File: src/fnv64_pkg.sv
package fnv64_pkg;

  localparam int unsigned HashWidth = 64;
  localparam int unsigned ByteWidth = 8;

  localparam logic [HashWidth-1:0] FnvOffsetBasis = 64'hcbf29ce484222325;

  // Register indexes on the configuration port.
  localparam logic CfgMixMode   = 1'b0;
  localparam logic CfgFoldWidth = 1'b1;

  // Result width codes.
  localparam logic [1:0] FoldTo16 = 2'd0;
  localparam logic [1:0] FoldTo32 = 2'd1;
  localparam logic [1:0] FoldTo64 = 2'd2;

  function automatic logic [HashWidth-1:0] fold_hash(input logic [HashWidth-1:0] h,
                                                     input logic [1:0] sel);
    logic [HashWidth-1:0] r;
    r = h;
    case (sel)
      FoldTo16: r = {48'd0, h[15:0] ^ h[31:16] ^ h[47:32] ^ h[63:48]};
      FoldTo32: r = {32'd0, h[31:0] ^ h[63:32]};
      FoldTo64: r = h;
      default:  r = h;
    endcase
    return r;
  endfunction

endpackage

File: src/fnv1a_64_byte_hash_unit.sv
// Channel  | Direction | Payload
// s_axis   | in        | tdata: data_byte; tuser: byte_present, no_data; tlast: last
// m_axis   | out       | tdata: hash_value
// cfg      | in        | cfg_index_i: register index; cfg_data_i: value
//
// One byte is taken every cycle while the input is not stalled; a request waits in the
// input register, and its result is then written into the output register.
// The hash register feeds back through one mix and shift-add multiply per cycle in which a request advances.
// Reset sets the running hash to the offset basis, mix_mode to 1 and fold_width to 2.
// A stalled result holds the output register; input stalls only when a result
// request waits behind a full, unread output register.
module fnv1a_64_byte_hash_unit
  import fnv64_pkg::*;
(
  input  logic                 clk_i,
  input  logic                 rst_ni,
  input  logic                 s_axis_tvalid,
  output logic                 s_axis_tready,
  input  logic [ByteWidth-1:0] s_axis_tdata,  // [7:0] data_byte
  input  logic [1:0]           s_axis_tuser,  // [0] byte_present, [1] no_data
  input  logic                 s_axis_tlast,
  output logic                 m_axis_tvalid,
  input  logic                 m_axis_tready,
  output logic [HashWidth-1:0] m_axis_tdata,  // [63:0] hash_value
  input  logic                 cfg_valid_i,
  output logic                 cfg_ready_o,
  input  logic                 cfg_index_i,
  input  logic [1:0]           cfg_data_i
);

  logic                 in_valid_q;
  logic [ByteWidth-1:0] in_byte_q;
  logic                 in_present_q;
  logic                 in_last_q;
  logic                 in_nodata_q;

  logic [HashWidth-1:0] hash_q, hash_d;
  logic [HashWidth-1:0] step_hash;
  logic [HashWidth-1:0] cur_hash;
  logic                 mix_mode_q;
  logic [1:0]           fold_width_q;

  logic                 out_valid_q;
  logic [HashWidth-1:0] out_data_q;

  logic                 gives_result;
  logic                 advance;
  logic                 in_accept;

  fnv64_step u_step (
    .hash_i  (hash_q),
    .byte_i  (in_byte_q),
    .tweak_i (mix_mode_q),
    .hash_o  (step_hash)
  );

  assign gives_result  = in_last_q | in_nodata_q;
  assign advance       = in_valid_q & (~gives_result | ~out_valid_q | m_axis_tready);
  assign s_axis_tready = ~in_valid_q | advance;
  assign in_accept     = s_axis_tvalid & s_axis_tready;
  assign cfg_ready_o   = 1'b1;

  assign cur_hash = in_present_q ? step_hash : hash_q;

  always_comb begin
    hash_d = hash_q;
    if (advance) begin
      hash_d = gives_result ? FnvOffsetBasis : cur_hash;
    end
  end

  always_ff @(posedge clk_i or negedge rst_ni) begin
    if (!rst_ni) begin
      in_valid_q   <= 1'b0;
      out_valid_q  <= 1'b0;
      hash_q       <= FnvOffsetBasis;
      mix_mode_q   <= 1'b1;
      fold_width_q <= FoldTo64;
    end else begin
      hash_q <= hash_d;
      if (in_accept) begin
        in_valid_q <= 1'b1;
      end else if (advance) begin
        in_valid_q <= 1'b0;
      end
      if (advance && gives_result) begin
        out_valid_q <= 1'b1;
      end else if (m_axis_tready) begin
        out_valid_q <= 1'b0;
      end
      if (cfg_valid_i) begin
        case (cfg_index_i)
          CfgMixMode:   mix_mode_q   <= cfg_data_i[0];
          CfgFoldWidth: fold_width_q <= cfg_data_i;
          default:      mix_mode_q   <= mix_mode_q;
        endcase
      end
    end
  end

  always_ff @(posedge clk_i) begin
    if (in_accept) begin
      in_byte_q    <= s_axis_tdata;
      in_present_q <= s_axis_tuser[0];
      in_nodata_q  <= s_axis_tuser[1];
      in_last_q    <= s_axis_tlast;
    end
    if (advance && gives_result) begin
      out_data_q <= in_nodata_q ? '0 : fold_hash(cur_hash, fold_width_q);
    end
  end

  assign m_axis_tvalid = out_valid_q;
  assign m_axis_tdata  = out_data_q;

`ifndef SYNTHESIS
  a_null_gives_zero: assert property (@(posedge clk_i) disable iff (!rst_ni)
    advance && in_nodata_q |=> m_axis_tvalid && m_axis_tdata == '0)
    else $error("null message did not give a zero result");

  a_hash_restarts: assert property (@(posedge clk_i) disable iff (!rst_ni)
    advance && gives_result |=> hash_q == FnvOffsetBasis)
    else $error("running hash not restarted after a result");

  a_stall_cause: assert property (@(posedge clk_i) disable iff (!rst_ni)
    !s_axis_tready |-> in_valid_q && gives_result && out_valid_q && !m_axis_tready)
    else $error("input stalled without a blocked result");

  a_hash_idle: assert property (@(posedge clk_i) disable iff (!rst_ni)
    !advance |=> hash_q == $past(hash_q))
    else $error("running hash changed without a request");
`endif

endmodule

File: src/fnv64_step.sv
module fnv64_step
  import fnv64_pkg::*;
(
  input  logic [HashWidth-1:0] hash_i,
  input  logic [ByteWidth-1:0] byte_i,
  input  logic                 tweak_i,
  output logic [HashWidth-1:0] hash_o
);

  logic [HashWidth-1:0] add_term;
  logic [HashWidth-1:0] xor_term;
  logic [HashWidth-1:0] mixed;

  // The byte copies do not overlap, so they are placed side by side.
  assign add_term = {3'd0, byte_i, 14'd0, byte_i, 12'd0, byte_i, 11'd0};
  assign xor_term = {13'd0, byte_i, 12'd0, byte_i, 15'd0, byte_i};

  always_comb begin
    if (tweak_i) begin
      mixed = (hash_i + add_term) ^ xor_term;
    end else begin
      mixed = hash_i ^ {{(HashWidth-ByteWidth){1'b0}}, byte_i};
    end
  end

  // The FNV prime is 2^40 + 0x1b3, so the product is a sum of shifted copies.
  assign hash_o = (mixed << 40) + (mixed << 8) + (mixed << 7) + (mixed << 5)
                + (mixed << 4) + (mixed << 1) + mixed;

endmodule

File: config.mk
export PLATFORM = sky130hd
export DESIGN_NAME = fnv1a_64_byte_hash_unit
export DESIGN_NICKNAME = d
export VERILOG_FILES = /design/src/fnv64_pkg.sv /design/src/fnv1a_64_byte_hash_unit.sv /design/src/fnv64_step.sv
export SDC_FILE = /design/constraint.sdc
export NUM_CORES = 1
export LEC_CHECK = 0
export BUFFER_PORTS_ARGS = -buffer_cell sky130_fd_sc_hd__buf_2
export CAP_MARGIN = 5
export CORE_ASPECT_RATIO = 0.7
export CORE_MARGIN = 4
export CORE_UTILIZATION = 30
export CTS_BUF_LIST = sky130_fd_sc_hd__clkbuf_4 sky130_fd_sc_hd__clkbuf_8
export DETAILED_ROUTE_END_ITERATION = 7
export PLACE_DENSITY = 0.48
export SYNTH_ARGS = -nofsm -noshare
export SYNTH_HDL_FRONTEND = slang
export SYNTH_HIERARCHICAL = 1
export SYNTH_SLANG_ARGS = --single-unit
File: constraint.sdc
create_clock -name clk_i -period 9 [get_ports clk_i]
set_input_delay 0.45 -clock clk_i [delete_from_list [all_inputs] [get_ports clk_i]]
set_output_delay 0.45 -clock clk_i [all_outputs]
set_load 0.02 [all_outputs]
After elaboration in Yosys (flattened, before gate mapping)
Cells that the tools add are included.

Register bits: 144. Latch bits: 0. RAM bits: 0. Memory bits (read-only): 0. Output and inout bits: 67. Logic and storage cells: 48. Memories: 0.

Add/subtract/negate cells: 7. $mul: 0. Divide/modulo/power cells: 0. Magnitude comparators: 0. Equal/unequal tests: 1. Shift operators: 0. Multiplexer cells: 8. Bitwise operators: 16. Reductions and logical operators: 6.

Operators with widths (number): 64-bit adder (6); 64-bit two-way mux (3); 64-bit case mux with 2 select lines (1); 64-bit by 61-bit adder with 64-bit output (1); 64-bit by 51-bit XOR with 64-bit output (1); 64-bit by 8-bit XOR with 64-bit output (1); 16-bit XOR (3); 32-bit XOR (1); 1-bit two-way mux (4); 1-bit inverter (4); 1-bit OR (4); 2-bit AND reduction (2); 2-bit nonzero test (2); 1-bit bitwise AND (2); 2-bit by 1-bit equality test with 1-bit output, second input constant (1); 2-bit logical NOT (1); 1-bit logical AND (1).

Longest topological paths before layout
Depth after elaboration: 14. Depth in mapped cells: 37. Gate-level depth less buffers: 37.

Hierarchy
Netlist, hierarchy kept.

Modules (own cells, without submodules): fnv64_step (times used 1, cells an instance 1307, area each 12101.6 µm², seq. area each 0.0 µm²); fnv1a_64_byte_hash_unit (times used 1, cells an instance 630, area each 7878.8 µm², seq. area each 4016.4 µm²).

Worst setup path before layout
No wires, ideal clock.

Path kind: reg-to-reg. From: register in_byte_q[0]. To: register out_data_q[31] (netlist: m_axis_tdata[31]), data pin. Arrival: 7937 ps. Required time: 8739 ps. Slack: 802 ps. Cell stages (with the launch flop): 36. Period minus slack after synthesis: 8198 ps. Path through: edfxtp_1 > ha_1 > inv_1 > fa_1 > nand2b_1 > a21oi_4 > o211ai_2 > nor3_2 > nor2_1 > nand2_1 > and3_1 > xor2_1 > inv_1 > fa_1 > inv_1 > fa_1 > fa_1 > inv_1 > fa_1 > inv_1 > ha_1 > clkbuf_1 > nand4_1 > or2_1 > nor3_1 > nand2_1 > o21ai_1 > nand2b_1 > and2_1 > o21ai_1 > a221oi_1 > o21ai_0 > xor2_1 > nand2_1 > mux4_2 > o311a_1.

Word-level cells in the longest chain between the ends: 12.

RTL lines: start: declaration (line fnv1a_64_byte_hash_unit.sv:32) `logic [ByteWidth-1:0] in_byte_q;`; start signal: assignment (line fnv1a_64_byte_hash_unit.sv:103) `in_byte_q <= s_axis_tdata;`; 64-bit by 61-bit adder with 64-bit output (line fnv64_step.sv:20) `mixed = (hash_i + add_term) ^ xor_term;`; 64-bit by 51-bit XOR with 64-bit output (line fnv64_step.sv:20); 64-bit two-way mux (*) (line fnv64_step.sv:19) `if (tweak_i) begin`; 64-bit adder (3 in series) (line fnv64_step.sv:27) `assign hash_o = (mixed << 40) + (mixed << 8) + (mixed << 7) + (mixed << 5)`; 64-bit adder (2 in series) (line fnv64_step.sv:28) `+ (mixed << 4) + (mixed << 1) + mixed;`; 64-bit adder (*) (line fnv64_step.sv:28); net step_hash[63] (line fnv1a_64_byte_hash_unit.sv:38) `logic [HashWidth-1:0] step_hash;`; 64-bit two-way mux (*) (line fnv1a_64_byte_hash_unit.sv:63) `assign cur_hash = in_present_q ? step_hash : hash_q;`; 32-bit XOR (*) (line fnv64_pkg.sv:23) `FoldTo32: r = {32'd0, h[31:0] ^ h[63:32]};`; 64-bit case mux with 2 select lines (*) (line fnv64_pkg.sv:21) `case (sel)`; end signal: assignment (line fnv1a_64_byte_hash_unit.sv:109) `out_data_q <= in_nodata_q ? '0 : fold_hash(cur_hash, fold_width_q);`; end: declaration (line fnv1a_64_byte_hash_unit.sv:44) `logic [HashWidth-1:0] out_data_q;`.

The timed path passes the listed nets; every way through them passes the cells marked *. A chain may end at the register's enable or synchronous reset.

Worst setup path after layout
From: register in_byte_q[3]. To: register out_data_q[9] (netlist: m_axis_tdata[9]), data pin.

RTL lines: 64-bit by 61-bit adder with 64-bit output (line fnv64_step.sv:20); 64-bit by 51-bit XOR with 64-bit output (line fnv64_step.sv:20); 64-bit two-way mux (*) (line fnv64_step.sv:19); 64-bit adder (3 in series) (line fnv64_step.sv:27); 64-bit adder (2 in series) (line fnv64_step.sv:28); 64-bit adder (*) (line fnv64_step.sv:28); net step_hash[57] (line fnv1a_64_byte_hash_unit.sv:38); 64-bit two-way mux (*) (line fnv1a_64_byte_hash_unit.sv:63); 16-bit XOR (*) (line fnv64_pkg.sv:22) `FoldTo16: r = {48'd0, h[15:0] ^ h[31:16] ^ h[47:32] ^ h[63:48]};`; 64-bit case mux with 2 select lines (*) (line fnv64_pkg.sv:21).

Marked as above.

==> flow_summary.json <==
{
  "outcome": "finished, final reports clean",
  "ios": 86,
  "drcViolationCount": 0,
  "detail-route-antenna-nets": 0,
  "async_flop_share_pct": 47.9,
  "crit_family": "adder cells",
  "crit_top_cell": "buf_4",
  "period_needed_ns": 8.74,
  "vias_per_cell": 5.21,
  "syn-instance-count": 1937,
  "post-route-period-util_pct": 97.1,
  "start_util_pct": 30.6,
  "regToRegSetupSlack_ns": 0.26,
  "yosysSeqAreaShare_pct": 20.1,
  "grt_pass1_vias": 15922,
  "worstMarginPinSlew_ns": 1.29,
  "yosys_warnings": 6,
  "grt_overflow_total": 0,
  "slew_headroom_pct": 13.7,
  "worstPathMaxFanout": 6,
  "cap_viol_max_count": 0,
  "finalClockSkew_ns": 0.0238,
  "synth_top_area_share_pct": 24.5,
  "synth.top_cells.by_count": "inv_1 (254), fa_1 (245), ha_1 (137)",
  "cp-end-kind": "register",
  "clkLatencyLatePin_ns": 0.53,
  "grt_max_degree": 65,
  "worstPathArrival_ns": 9.02,
  "antenna_cells": 0,
  "fmax_mhz": 114,
  "h-tree-depth": 4,
  "drive_gt1_share_pct": 20.0,
  "area_growth_pct": 15.8,
  "final_nets": 2553,
  "slowest_delay_ns": 0.55,
  "grt_pass1_wl_um": 112000,
  "dp_hpwl_um": 64800,
  "rsz0062_at_grt": "true",
  "path_clk_slew_ns": 0.10,
  "rows": 78,
  "synthFlopType": "edfxtp_1",
  "synth_seq_cells": 144,
  "final-max-slew-violation-count": 0,
  "gr-usage-all-layers_pct": 21.7,
  "cp.required_ns": 9.28,
  "port_buffers": 84,
  "path_buf_inv": 8,
  "drt_iter0_markers": 1525,
  "synth_area_leader_cell": "fa_1",
  "die_x_um": 316,
  "clock-sinks": 144,
  "clk_path_buf_depth": 3,
  "cts_root_buf": "clkbuf_8",
  "hold_path.class": "in2reg",
  "dr.pass1.iters": 5,
  "dieArea_mm2": 0.0709,
  "cts-buffers-inserted": 25,
  "synth_area_mm2": 0.0200,
  "post_drt_wl_per_cell_um": 25.3,
  "hold_viol": 0,
  "vias": 15814,
  "startpoint_type": "register",
  "routabilityCongestion": 0.965,
  "dieHeight_um": 224,
  "antenna_found_initial": 1,
  "whs_ns": 0.0896,
  "core_mm2": 0.0654,
  "cts_tree": "built",
  "placed_area_mm2": 0.0224,
  "design_area_mm2": 0.0231,
  "synth_most_common_cell": "inv_1",
  "avgSynthCellArea_um2": 10.3,
  "synth_top_cells_by_area": "fa_1 (25%), edfxtp_1 (11%), ha_1 (8.6%)",
  "fin_util_pct": 35.4,
  "setup_violations": 0,
  "synth_enable_flop_cells": 75,
  "crit_type": "reg2reg",
  "wirelength_um": 76800,
  "slowest_stage": "xnor2_1",
  "synth.distinct_cells": 86,
  "synth_nets": 2338
}
## final cells by class
cell class	count	area (um^2)
clock buffer	29	387
sequential	144	4020
multi-input combinational	1467	14900
timing repair buffer	258	1760
fill	6704	42200
clock inverter	4	18.8
tap	880	1100
inverter	256	961
## path summary, 6_finish.rpt
check                           cells after the start             from              end
worst max-delay path                               33     in_byte_q[3]  m_axis_tdata[9]
worst min-delay path                                1  s_axis_tdata[5]     in_byte_q[5]
worst max register to register                     33     in_byte_q[3]  m_axis_tdata[9]
worst min register to register                      2        hash_q[9]        hash_q[9]
max in group asynchronous                           3           rst_ni       hash_q[11]
min in group asynchronous                           2           rst_ni       hash_q[10]
## cell families (layout without fill, tap and decap cells)
kind of cell / count (synthesis) / count (layout) / share of synthesized area [%]
multiplexers: 107 / 107 / 6.74
AND/OR/NAND/NOR: 332 / 332 / 7.97
XOR/XNOR: 228 / 228 / 10.1
flip-flops: 144 / 144 / 20.1
buffers and inverters: 326 / 547 / 6.72
adder cells (fa/ha/maj): 382 / 382 / 33.1
other: 1 / 1 / 0.0188
AO/OA/AOI/OAI: 417 / 417 / 15.2
## worst register-to-register path: cells and delay by family, from the launching register on
family	cells	cell delay (ns)
compound gates	8	1.64
mux	1	0.37
buf+inv	8	1.21
xor+xnor	4	1.19
flops	1	0.54
fa+ha+maj	6	2.62
simple gates	6	0.92
## cell usage in the layout, fill, tap and decap left out, drive strengths merged, types with 21 or more instances in the layout
| cell | n |
|---|---|
| inv | 256 |
| o21ai | 48 |
| xor2 | 95 |
| o22a | 26 |
| a21o | 68 |
| nand2 | 99 |
| a21oi | 110 |
| fa | 245 |
| edfxtp | 75 |
| nand3 | 23 |
| clkbuf | 29 |
| buf | 257 |
| dfstp | 30 |
| mux2 | 21 |
| xnor2 | 132 |
| nand4 | 24 |
| nor2 | 100 |
| nand2b | 22 |
| ha | 137 |
| a22o | 36 |
| mux2i | 67 |
| dfrtp | 39 |
## routing by layer
layer	up-vias	GRT usage, %	wire length (um)
li1	7053	-	-
met5	-	1.87	187
met2	623	28.1	29400
met3	56	7.70	8200
met1	8080	34.0	37700
met4	2	3.85	1310
## state kept, by name, summed over array words and instances, names as in the netlist
| register | flops |
|---|---|
| hash_q | 64 |
| in_valid_q | 1 |
| fold_width_q | 2 |
| in_present_q | 1 |
| mix_mode_q | 1 |
| in_byte_q | 8 |
| in_last_q | 1 |
| m_axis_tvalid | 1 |
| m_axis_tdata | 64 |
| in_nodata_q | 1 |
## metrics by stage
stage	worst slack [ns]	std cells	TNS (ns)
after floorplan	0.802	1937	0
after global placement	-0.416	2991	-2.24
after detailed placement	-0.374	2991	-2.51
after CTS	-0.115	3027	-0.224
after global routing	-0.0518	3038	-0.126
final	0.265	3038	0
## timing repair
action	CTS	global route
buffers inserted	2	11
hold buffers	1	0
endpoints found under the setup margin	14	37
pin swaps	2	10
gates resized for setup	9	44
endpoints found under the hold margin	8	0
Power is left out: the tool's default activity adds up to more than one toggle a clock period on the data nets, which glitch-free logic cannot reach.
